### config.mk
export PLATFORM = sky130hd
export DESIGN_NAME = dead_zone_camera_follow
export DESIGN_NICKNAME = d
export VERILOG_FILES = /design/src/design/dzcf_pkg.sv /design/src/design/dead_zone_camera_follow.sv /design/src/design/dzcf_axis.sv
export SDC_FILE = /design/constraint.sdc
export NUM_CORES = 1
export LEC_CHECK = 0
export BUFFER_PORTS_ARGS = -buffer_cell sky130_fd_sc_hd__buf_2
export CORE_MARGIN = 2
export CORE_UTILIZATION = 43
export CTS_CLUSTER_SIZE = 14
export DETAILED_ROUTE_END_ITERATION = 16
export GPL_ROUTABILITY_DRIVEN = 0
export SYNTH_ARGS = -nofsm -noshare
export SYNTH_HDL_FRONTEND = slang
export SYNTH_SLANG_ARGS = --single-unit
### constraint.sdc
create_clock -name clk -period 11.5 [get_ports clk]
set_clock_uncertainty 0.1 [all_clocks]
set_input_delay 1.725 -clock clk [delete_from_list [all_inputs] [get_ports clk]]
set_output_delay 1.725 -clock clk [all_outputs]
set_load 0.05 [all_outputs]
### src/design/dzcf_pkg.sv
// ---------------------------------------------------------------------------
// dzcf_pkg
// Widths, register indexes, reset values and shared types of the camera
// dead-zone follow block.
// ---------------------------------------------------------------------------
package dzcf_pkg;

  localparam int unsigned POS_W      = 15;
  localparam int unsigned COORD_W    = 16;
  localparam int unsigned THR_W      = 8;
  localparam int unsigned CALC_W     = 18;  // holds target - pos - offset
  localparam int unsigned CFG_IDX_W  = 3;
  localparam int unsigned CFG_DATA_W = 15;
  localparam int unsigned IN_DATA_W  = 32;
  localparam int unsigned OUT_DATA_W = 64;

  localparam logic [CFG_IDX_W-1:0] REG_THR_UP    = 3'd0;
  localparam logic [CFG_IDX_W-1:0] REG_THR_DOWN  = 3'd1;
  localparam logic [CFG_IDX_W-1:0] REG_THR_LEFT  = 3'd2;
  localparam logic [CFG_IDX_W-1:0] REG_THR_RIGHT = 3'd3;
  localparam logic [CFG_IDX_W-1:0] REG_LIM_LO_X  = 3'd4;
  localparam logic [CFG_IDX_W-1:0] REG_LIM_LO_Y  = 3'd5;
  localparam logic [CFG_IDX_W-1:0] REG_LIM_HI_X  = 3'd6;
  localparam logic [CFG_IDX_W-1:0] REG_LIM_HI_Y  = 3'd7;

  localparam logic [THR_W-1:0] THR_UP_RST   = 8'd40;
  localparam logic [THR_W-1:0] THR_DOWN_RST = 8'd10;
  localparam logic [THR_W-1:0] THR_SIDE_RST = 8'd22;

  typedef logic signed [POS_W-1:0]   pos_t;
  typedef logic signed [COORD_W-1:0] coord_t;
  typedef logic signed [CALC_W-1:0]  calc_t;

  localparam calc_t  FRAME_OFF_X = 18'sd54;
  localparam calc_t  FRAME_OFF_Y = 18'sd96;
  localparam coord_t VIEW_OFF_X  = 16'sd120;
  localparam coord_t VIEW_OFF_Y  = 16'sd80;

  // Per-axis settings: neg = left/up, pos = right/down.
  typedef struct packed {
    logic [THR_W-1:0] thr_neg;
    logic [THR_W-1:0] thr_pos;
    pos_t             lim_lo;
    pos_t             lim_hi;
  } axis_cfg_t;

endpackage

### src/design/dead_zone_camera_follow.sv
// ---------------------------------------------------------------------------
// dead_zone_camera_follow
// Camera position tracker with a per-direction dead zone and limit clamp.
//
//   channel  direction  payload
//   in_*     slave      tuser: target_present; tdata: target_x, target_y
//   out_*    master     tdata: camera_x, camera_y, view_center_x, view_center_y
//   cfg_*    write      index 0..7, thresholds and limits
//
// One transfer per cycle sustained while the output is not stalled; an input
// transfer passes the input register, then the result register, to out_tvalid.
// The position update is combinational: add, compare and clamp per axis.
// rst_n (synchronous) restores thresholds, zero limits and zero position.
// A stalled output holds its result; the input register keeps taking a
// transfer while the output register is free or being drained.
// ---------------------------------------------------------------------------
module dead_zone_camera_follow (
  input  logic                              clk,
  input  logic                              rst_n,
  input  logic                              in_tvalid,
  output logic                              in_tready,
  input  logic [dzcf_pkg::IN_DATA_W-1:0]    in_tdata,   // target_x, target_y
  input  logic                              in_tuser,   // target_present
  output logic                              out_tvalid,
  input  logic                              out_tready,
  // camera_x, camera_y, view_center_x, view_center_y, zero pad
  output logic [dzcf_pkg::OUT_DATA_W-1:0]   out_tdata,
  input  logic                              cfg_we,
  input  logic [dzcf_pkg::CFG_IDX_W-1:0]    cfg_index,
  input  logic [dzcf_pkg::CFG_DATA_W-1:0]   cfg_wdata
);

  logic [dzcf_pkg::THR_W-1:0] thr_up_r, thr_down_r, thr_left_r, thr_right_r;
  dzcf_pkg::pos_t lim_lo_x_r, lim_lo_y_r, lim_hi_x_r, lim_hi_y_r;
  dzcf_pkg::pos_t pos_x_r, pos_y_r;
  dzcf_pkg::pos_t pos_x_nxt, pos_y_nxt;

  logic             s1_vld_r;
  logic             s1_present_r;
  dzcf_pkg::coord_t s1_tx_r, s1_ty_r;
  logic             out_vld_r;
  dzcf_pkg::pos_t   out_cx_r, out_cy_r;
  dzcf_pkg::coord_t out_vx_r, out_vy_r;

  logic in_xfer;
  logic advance;

  dzcf_pkg::axis_cfg_t cfg_x, cfg_y;

  assign advance   = s1_vld_r && (!out_vld_r || out_tready);
  assign in_tready = !s1_vld_r || advance;
  assign in_xfer   = in_tvalid && in_tready;

  assign cfg_x = '{thr_neg: thr_left_r, thr_pos: thr_right_r,
                   lim_lo: lim_lo_x_r, lim_hi: lim_hi_x_r};
  assign cfg_y = '{thr_neg: thr_up_r, thr_pos: thr_down_r,
                   lim_lo: lim_lo_y_r, lim_hi: lim_hi_y_r};

  dzcf_axis u_axis_x (
    .present   (s1_present_r),
    .pos       (pos_x_r),
    .target    (s1_tx_r),
    .frame_off (dzcf_pkg::FRAME_OFF_X),
    .cfg       (cfg_x),
    .pos_nxt   (pos_x_nxt)
  );

  dzcf_axis u_axis_y (
    .present   (s1_present_r),
    .pos       (pos_y_r),
    .target    (s1_ty_r),
    .frame_off (dzcf_pkg::FRAME_OFF_Y),
    .cfg       (cfg_y),
    .pos_nxt   (pos_y_nxt)
  );

  // Control state and configuration
  always_ff @(posedge clk) begin
    if (!rst_n) begin
      thr_up_r    <= dzcf_pkg::THR_UP_RST;
      thr_down_r  <= dzcf_pkg::THR_DOWN_RST;
      thr_left_r  <= dzcf_pkg::THR_SIDE_RST;
      thr_right_r <= dzcf_pkg::THR_SIDE_RST;
      lim_lo_x_r  <= '0;
      lim_lo_y_r  <= '0;
      lim_hi_x_r  <= '0;
      lim_hi_y_r  <= '0;
      pos_x_r     <= '0;
      pos_y_r     <= '0;
      s1_vld_r    <= 1'b0;
      out_vld_r   <= 1'b0;
    end else begin
      if (cfg_we) begin
        unique case (cfg_index)
          dzcf_pkg::REG_THR_UP:    thr_up_r    <= cfg_wdata[dzcf_pkg::THR_W-1:0];
          dzcf_pkg::REG_THR_DOWN:  thr_down_r  <= cfg_wdata[dzcf_pkg::THR_W-1:0];
          dzcf_pkg::REG_THR_LEFT:  thr_left_r  <= cfg_wdata[dzcf_pkg::THR_W-1:0];
          dzcf_pkg::REG_THR_RIGHT: thr_right_r <= cfg_wdata[dzcf_pkg::THR_W-1:0];
          dzcf_pkg::REG_LIM_LO_X:  lim_lo_x_r  <= cfg_wdata;
          dzcf_pkg::REG_LIM_LO_Y:  lim_lo_y_r  <= cfg_wdata;
          dzcf_pkg::REG_LIM_HI_X:  lim_hi_x_r  <= cfg_wdata;
          dzcf_pkg::REG_LIM_HI_Y:  lim_hi_y_r  <= cfg_wdata;
          default: ;
        endcase
      end
      if (advance) begin
        pos_x_r <= pos_x_nxt;
        pos_y_r <= pos_y_nxt;
      end
      if (in_tready) begin
        s1_vld_r <= in_tvalid;
      end
      if (advance) begin
        out_vld_r <= 1'b1;
      end else if (out_tready) begin
        out_vld_r <= 1'b0;
      end
    end
  end

  // Payload
  always_ff @(posedge clk) begin
    if (in_xfer) begin
      s1_present_r <= in_tuser;
      s1_tx_r      <= in_tdata[dzcf_pkg::COORD_W-1:0];
      s1_ty_r      <= in_tdata[2*dzcf_pkg::COORD_W-1:dzcf_pkg::COORD_W];
    end
    if (advance) begin
      out_cx_r <= pos_x_nxt;
      out_cy_r <= pos_y_nxt;
      out_vx_r <= dzcf_pkg::coord_t'(pos_x_nxt) + dzcf_pkg::VIEW_OFF_X;
      out_vy_r <= dzcf_pkg::coord_t'(pos_y_nxt) + dzcf_pkg::VIEW_OFF_Y;
    end
  end

  assign out_tvalid = out_vld_r;
  assign out_tdata  = {2'b00, out_vy_r, out_vx_r, out_cy_r, out_cx_r};

endmodule

### src/design/dzcf_axis.sv
// ---------------------------------------------------------------------------
// dzcf_axis
// One axis of the follow update: dead-zone overshoot, move and clamp.
// ---------------------------------------------------------------------------
module dzcf_axis (
  input  logic               present,
  input  dzcf_pkg::pos_t     pos,
  input  dzcf_pkg::coord_t   target,
  input  dzcf_pkg::calc_t    frame_off,
  input  dzcf_pkg::axis_cfg_t cfg,
  output dzcf_pkg::pos_t     pos_nxt
);

  dzcf_pkg::calc_t diff;
  dzcf_pkg::calc_t over;
  dzcf_pkg::calc_t delta;
  dzcf_pkg::calc_t moved;
  dzcf_pkg::calc_t lo;
  dzcf_pkg::calc_t hi;
  dzcf_pkg::calc_t res;

  always_comb begin
    diff = dzcf_pkg::calc_t'(target) - dzcf_pkg::calc_t'(pos) - frame_off;
    // Negative side: move by diff + thr while that stays negative.
    if (diff[dzcf_pkg::CALC_W-1]) begin
      over  = diff + dzcf_pkg::calc_t'({1'b0, cfg.thr_neg});
      delta = over[dzcf_pkg::CALC_W-1] ? over : '0;
    end else begin
      over  = diff - dzcf_pkg::calc_t'({1'b0, cfg.thr_pos});
      delta = (!over[dzcf_pkg::CALC_W-1] && (over != '0)) ? over : '0;
    end
    moved = dzcf_pkg::calc_t'(pos) + delta;
    lo    = dzcf_pkg::calc_t'(cfg.lim_lo);
    hi    = dzcf_pkg::calc_t'(cfg.lim_hi);
    // Crossed limits: a move below the low limit gives low, any other gives high.
    priority if (!present) res = dzcf_pkg::calc_t'(pos);
    else if (moved < lo)   res = lo;
    else if (moved > hi)   res = hi;
    else                   res = moved;
    pos_nxt = res[dzcf_pkg::POS_W-1:0];
  end

endmodule

## Yosys cells after proc, flatten, opt, wreduce, memory -nomap -nowiden

Cells that the tools add are included.

- Bits in registers: 219
- Output and inout bits: 66
- Word-level logic and storage cells: 78

- Add/subtract/negate cells: 12
- Magnitude comparators: 4
- Equality and inequality tests: 7
- Mux-type cells: 14
- Reductions and logical operators: 22

Operator list:

| cell | number |
|---|---|
| 2-to-1 mux 18 bit | 6 |
| 2-to-1 mux 15 bit | 6 |
| adder 15 x 18 -> 18 bit | 2 |
| adder 18 x 9 -> 18 bit | 2 |
| > comparator 18 x 15 -> 1 bit | 2 |
| less-than comparator 18 x 15 -> 1 bit | 2 |
| nonzero test 18 bit | 2 |
| subtractor 18 x 9 -> 18 bit | 2 |
| subtractor 16 x 15 -> 17 bit | 2 |
| adder 15 x 8 -> 16 bit, second input constant | 2 |
| subtractor 18 x 7 -> 18 bit, second input constant | 1 |
| subtractor 18 x 8 -> 18 bit, second input constant | 1 |
| AND reduction 2 bit | 8 |
| equality test 3 bit, second input constant | 4 |
| equality test 3 x 2 -> 1 bit, second input constant | 2 |
| logical AND 1 bit | 4 |
| logical NOT 1 bit | 4 |
| equality test 3 x 1 -> 1 bit, second input constant | 1 |
| logical NOT 3 bit | 1 |
| logical OR 1 bit | 2 |
| 2-to-1 mux 1 bit | 2 |
| nonzero test 2 bit | 1 |

## Depth between registers and ports, before layout

- Word-level depth: 13
- Gate-level depth with buffers: 48

## Hierarchy

A second synthesis with hierarchy kept.

- Cells, all modules: 2010
- Area, all modules: 17737.0 um^2

By module, submodules not included:

| module | times used | cells each | area an instance (um^2) |
|---|---|---|---|
| dead_zone_camera_follow | 1 | 704 | 7916.3 |
| dzcf_axis (u_axis_x) | 1 | 655 | 4948.5 |
| dzcf_axis (u_axis_y) | 1 | 651 | 4872.2 |

## Worst setup path after synthesis

OpenSTA, ideal clock, no wires.

- Kind: reg-to-reg
- Start point: register pos_x_r[2]
- End point: register out_vx_r[14] (data pin)
- Setup time: 272 ps
- Data arrival time: 9277 ps
- Required time: 11128 ps
- Path slack: 1852 ps
- Stages on the path, launching flop included: 45
- Path buffers: 1
- Clock period less this slack: 9648 ps
- Cell sequence: dfxtp_1 inv_1 ha_1 nor2b_1 o21a_1 or2_1 xnor2_1 a2111oi_0 nor2_1 xor2_1 ha_1 or2_2 o22a_1 nor2_1 nand3_1 nor3_1 o2111ai_1 o31ai_1 (+9 left out) a21oi_1 o21bai_1 a21oi_1 xnor2_1 xnor2_1 ha_1 clkbuf_1 nand4_1 nor2_1 a21oi_1 nand3b_1 a211o_1 a211oi_1 inv_2 or2_1 nor3_2 nor4_1 xnor2_1

- Cells in the longest elaborated chain, start to end: 13
- Elaborated cells between the ends (all ways): 17

RTL lines:

| item | RTL line | source |
|---|---|---|
| start, declared | dead_zone_camera_follow.sv:35 | `dzcf_pkg::pos_t pos_x_r, pos_y_r;` |
| start signal, assigned | dead_zone_camera_follow.sv:107 | `pos_x_r <= pos_x_nxt;` |
| subtractor 16 x 15 -> 17 bit | dzcf_axis.sv:23 | `diff = dzcf_pkg::calc_t'(target) - dzcf_pkg::calc_t'(pos) - frame_off;` |
| subtractor 18 x 7 -> 18 bit | dzcf_axis.sv:23 |  |
| subtractor 18 x 9 -> 18 bit | dzcf_axis.sv:29 | `over = diff - dzcf_pkg::calc_t'({1'b0, cfg.thr_pos});` |
| nonzero test 18 bit / logical NOT 1 bit (equally long branches) | dzcf_axis.sv:30 | `delta = (!over[dzcf_pkg::CALC_W-1] && (over != '0)) ? over : '0;` |
| logical AND 1 bit | dzcf_axis.sv:30 |  |
| 2-to-1 mux 18 bit | dzcf_axis.sv:30 |  |
| 2-to-1 mux 18 bit | dzcf_axis.sv:25 | `if (diff[dzcf_pkg::CALC_W-1]) begin` |
| adder 15 x 18 -> 18 bit * | dzcf_axis.sv:32 | `moved = dzcf_pkg::calc_t'(pos) + delta;` |
| > comparator 18 x 15 -> 1 bit | dzcf_axis.sv:38 | `else if (moved > hi) res = hi;` |
| 2-to-1 mux 15 bit | dzcf_axis.sv:38 |  |
| 2-to-1 mux 15 bit * | dzcf_axis.sv:37 | `else if (moved < lo) res = lo;` |
| 2-to-1 mux 15 bit * | dzcf_axis.sv:36 | `priority if (!present) res = dzcf_pkg::calc_t'(pos);` |
| named net pos_x_nxt[3] | dead_zone_camera_follow.sv:36 | `dzcf_pkg::pos_t pos_x_nxt, pos_y_nxt;` |
| adder 15 x 8 -> 16 bit * | dead_zone_camera_follow.sv:131 | `out_vx_r <= dzcf_pkg::coord_t'(pos_x_nxt) + dzcf_pkg::VIEW_OFF_X;` |
| end signal, assigned | dead_zone_camera_follow.sv:131 |  |
| end, declared | dead_zone_camera_follow.sv:43 | `dzcf_pkg::coord_t out_vx_r, out_vy_r;` |

Mark *: on every way through the listed nets, which the timed path passes. The rest lies on a longest branch.
A chain may end at the register's enable or synchronous reset.

## Worst setup path after layout

- Start point: register pos_x_r[1]
- End point: register out_vx_r[10] (data pin)

The elaborated chain is that of the path after synthesis.

==> metrics.md <==
| Metric | Value |
|---|---|
| Largest net degree at the start of global routing | around 120 |
| Critical Path Source | pos_x_r[1]$_SDFFE_PN0P_ |
| Synth area leader | edfxtp_1 |
| Port Buffers | approximately 120 |
| Hold Buf Count CTS | 0 |
| CTS tree | built |
| Hold Crit Class | flop to flop |
| Setup crit end kind | flop |
| Status | finished clean |
| Setup Viol. Count Final | 0 |
| Placeable Area | between 30000 and 40000 µm² |
| CP max FO | 17 |
| Number of global-route vias before repair | 14269 |
| Syn avg cell area | roughly 8.4 µm² |
| Kind of start point of the critical path | flop |
| Synth cell types | 94 |
| Most frequent cells in the layout | 280 x nand2_1, 171 x ha_1, 155 x inv_1 |
| Commonest non-fill, non-tap cell in the layout | nand2_1 |
| Worst r2r src | pos_x_r[1]$_SDFFE_PN0P_ |
| Crit path top cell by count | a21oi_1 |
| Leakage dissipation | approximately 0.0075 µW |
| Seq/Total Area, Yosys | between 30 and 40% |
| Gr usage total | about 23% |
| Root buffer selected by CTS | clkbuf_16 |
| Post-Syn Area | between 15000 and 20000 µm² |
| Clock Sinks | ~210 |
| HP Start | lim_lo_y_r[10]$_SDFFE_PN0P_ |
| Worst path required time | approximately 12 ns |
| Slowest cell on crit path | a311o_1 |
| Largest cells by area after synthesis | edfxtp_1 16%, dfxtp_1 15%, ha_1 13% |
| Initial antenna violation count | 0 |
| Number of synthesized register bits | around 210 |
| Setup TNS | 0 ns |
| Fin Hold WS | about 0.37 ns |
| Top_reg_cell synth | dfxtp_1 |
| Die Ht | 202 µm |
| Later-pin clock latency in the skew report | 0.55 ns |
| Wire per inst | 17.8 µm |
| Slowest Stage Delay on Critical Path | 0.53 ns |
| Gr ovfl total | 0 |
| Die X | slightly above 200 µm |
| Antenna viol nets, final | 0 |
| Headroom to the max-slew limit | about a quarter |
| Via/cell ratio | 5.60 |
| Std cell rows | slightly above 70 |
| CTS HTree Levels | 1 |
| Area Overhead vs Synth | 11.7% |
| Crit path kind | flop to flop |
| Initial core utilization | between 40% and 50% |
| Cells after Synth | approximately 2000 |
| I/O pin count | approximately 120 |
| Slew of the pin with the lowest slew margin | approximately 1.1 ns |
| DR vias | between 10000 and 15000 |
| DR pass1 iterations | 5 |
| YS warnings | 0 |
| Fin. max-slew vios | 0 |
| Synth top area share | 15.7% |
| Bufs on Longest Clock Path | 3 |
| CTS Buf Count | 27 |
| DP HPWL | roughly 37000 µm |
| Power Density | 275 nW/µm² |
| Min Tclk post-route | between 10 and 15 ns |
| DRC Markers | 0 |
| Final hold vios | 0 |
| RSZ-0062 raised after global routing | false |
| Share of layout cells above drive strength 1 | around a tenth |
| Wirelength, routed | 46900 µm |
| Diode count | 0 |
| Reg clk slew, reported paths | roughly 0.060 ns |
| Arr. time, crit path | 10.96 ns |
| Peak supply drop | 0.188 mV |
| Final nets | around 2300 |
| Max cap viols | 0 |
| Global-route wire length before repair | between 70000 and 80000 µm |
| Max Freq | approximately 90 MHz |
| Iteration-0 DRC Markers | just under 1000 |
| Die area | between 40000 and 50000 µm² |
| Tcrit/Tclk final | 93.7% |
| Asr flop ratio synth | 0% |
| Post-synth EDFFs | 88 |
-- stage by stage --
stage	util (%)	power (µW)	setup slack, ns	cells	area [µm²]
2_1_floorplan	-	3510	1.85	2009	16900
3_3_place_gp	46.3	4250	0.816	2589	17900
3_5_place_dp	46.3	4300	0.536	2589	17900
4_1_cts	48.5	5130	0.455	2638	18700
5_1_grt	48.7	5600	0.0215	2638	18800
6_report	48.7	5170	0.720	2638	18800
-- path summary, 6_finish.rpt --
| kind | slack [ns] | cells past startpoint | to |
|---|---|---|---|
| worst min register to register | 0.37 | 2 | lim_lo_y_r[10]$_SDFFE_PN0P_ |
| worst max register to register | 0.72 | 40 | out_vx_r[10]$_DFFE_PP_ |
| worst max-delay path | 0.72 | 40 | out_vx_r[10]$_DFFE_PP_ |
| worst min-delay path | 0.37 | 2 | lim_lo_y_r[10]$_SDFFE_PN0P_ |
-- repair_timing --
item                       CTS  global route
hold endpoints to repair     0             0
setup endpoints to repair    0            19
setup buffers                0             0
gates resized for setup      0            17
-- state kept, by name, indices dropped and copies added (netlist names) --
| signal | cells |
|---|---|
| s1_tx_r | 16 |
| s1_ty_r | 16 |
| lim_hi_x_r | 15 |
| lim_hi_y_r | 15 |
| lim_lo_x_r | 15 |
| lim_lo_y_r | 15 |
| out_cx_r | 15 |
| out_cy_r | 15 |
| pos_x_r | 15 |
| pos_y_r | 15 |
| out_vx_r | 13 |
| out_vy_r | 12 |
| thr_down_r | 8 |
| thr_left_r | 8 |
| thr_right_r | 8 |
| thr_up_r | 8 |
| out_tvalid | 1 |
| s1_present_r | 1 |
| s1_vld_r | 1 |
-- where the power goes --
part / total [µW] / switching [µW] / internal [µW] / leakage (µW)
combinational: 3400 / 2110 / 1290 / 0.00526
sequential: 964 / 44.0 / 920 / 0.00185
clock: 806 / 340 / 466 / 0.000411
-- synthesized netlist by cell type, types with 13 or more instances --
master	n
nand2b_1	30
xnor2_1	71
ha_1	171
nand2_1	280
o211ai_1	15
nor2_1	126
a21o_1	59
a21oi_1	93
nand4_1	20
o22ai_1	15
o21ai_0	72
a211oi_1	20
dfxtp_1	124
clkbuf_1	48
and2_1	15
o211a_1	14
xor2_1	38
edfxtp_1	88
nand3_1	50
o21a_1	33
nor2b_1	22
mux2i_1	15
inv_1	155
a21boi_0	98
buf_4	13
o21ai_1	16
nor3b_1	17
nor3_1	44
-- area by class of cell --
type | count | area [µm²]
inverter | 158 | 594
clock buffer | 36 | 761
fill | 3695 | 19800
clock inverter | 13 | 90.1
multi-input combinational | 1566 | 10900
tap | 518 | 648
sequential | 212 | 5120
timing repair buffer | 135 | 716
-- cell families after synthesis --
family | Yosys count | share of synthesized area [%]
compound gates | 575 | 24.3
xor+xnor | 109 | 5.66
fa+ha+maj | 179 | 13.6
buf+inv | 231 | 5.54
flops | 212 | 30.4
mux | 23 | 1.42
other cells | 1 | 0.0222
simple gates | 678 | 19.0
-- layer usage --
| metal | vias up | routed length, µm | global-route usage (%) |
|---|---|---|---|
| met1 | 6920 | 20900 | 28.9 |
| met2 | 318 | 22500 | 39.4 |
| met4 | 0 | 1540 | 7.62 |
| met3 | 89 | 1950 | 3.14 |
| met5 | - | 0 | 0 |
| li1 | 7435 | - | - |
-- critical path: cells and delay by family, from the launching register on --
family	cells	cell delay (ns)
and+or+nand+nor	10	2.30
AOI/OAI and AO/OA	21	5.42
DFF	1	0.44
xor gates and xnor gates	3	0.55
adders and majority gates	5	1.58
buffers and inverters	1	0.11
Note: power is estimated with default switching activity, not from simulation.
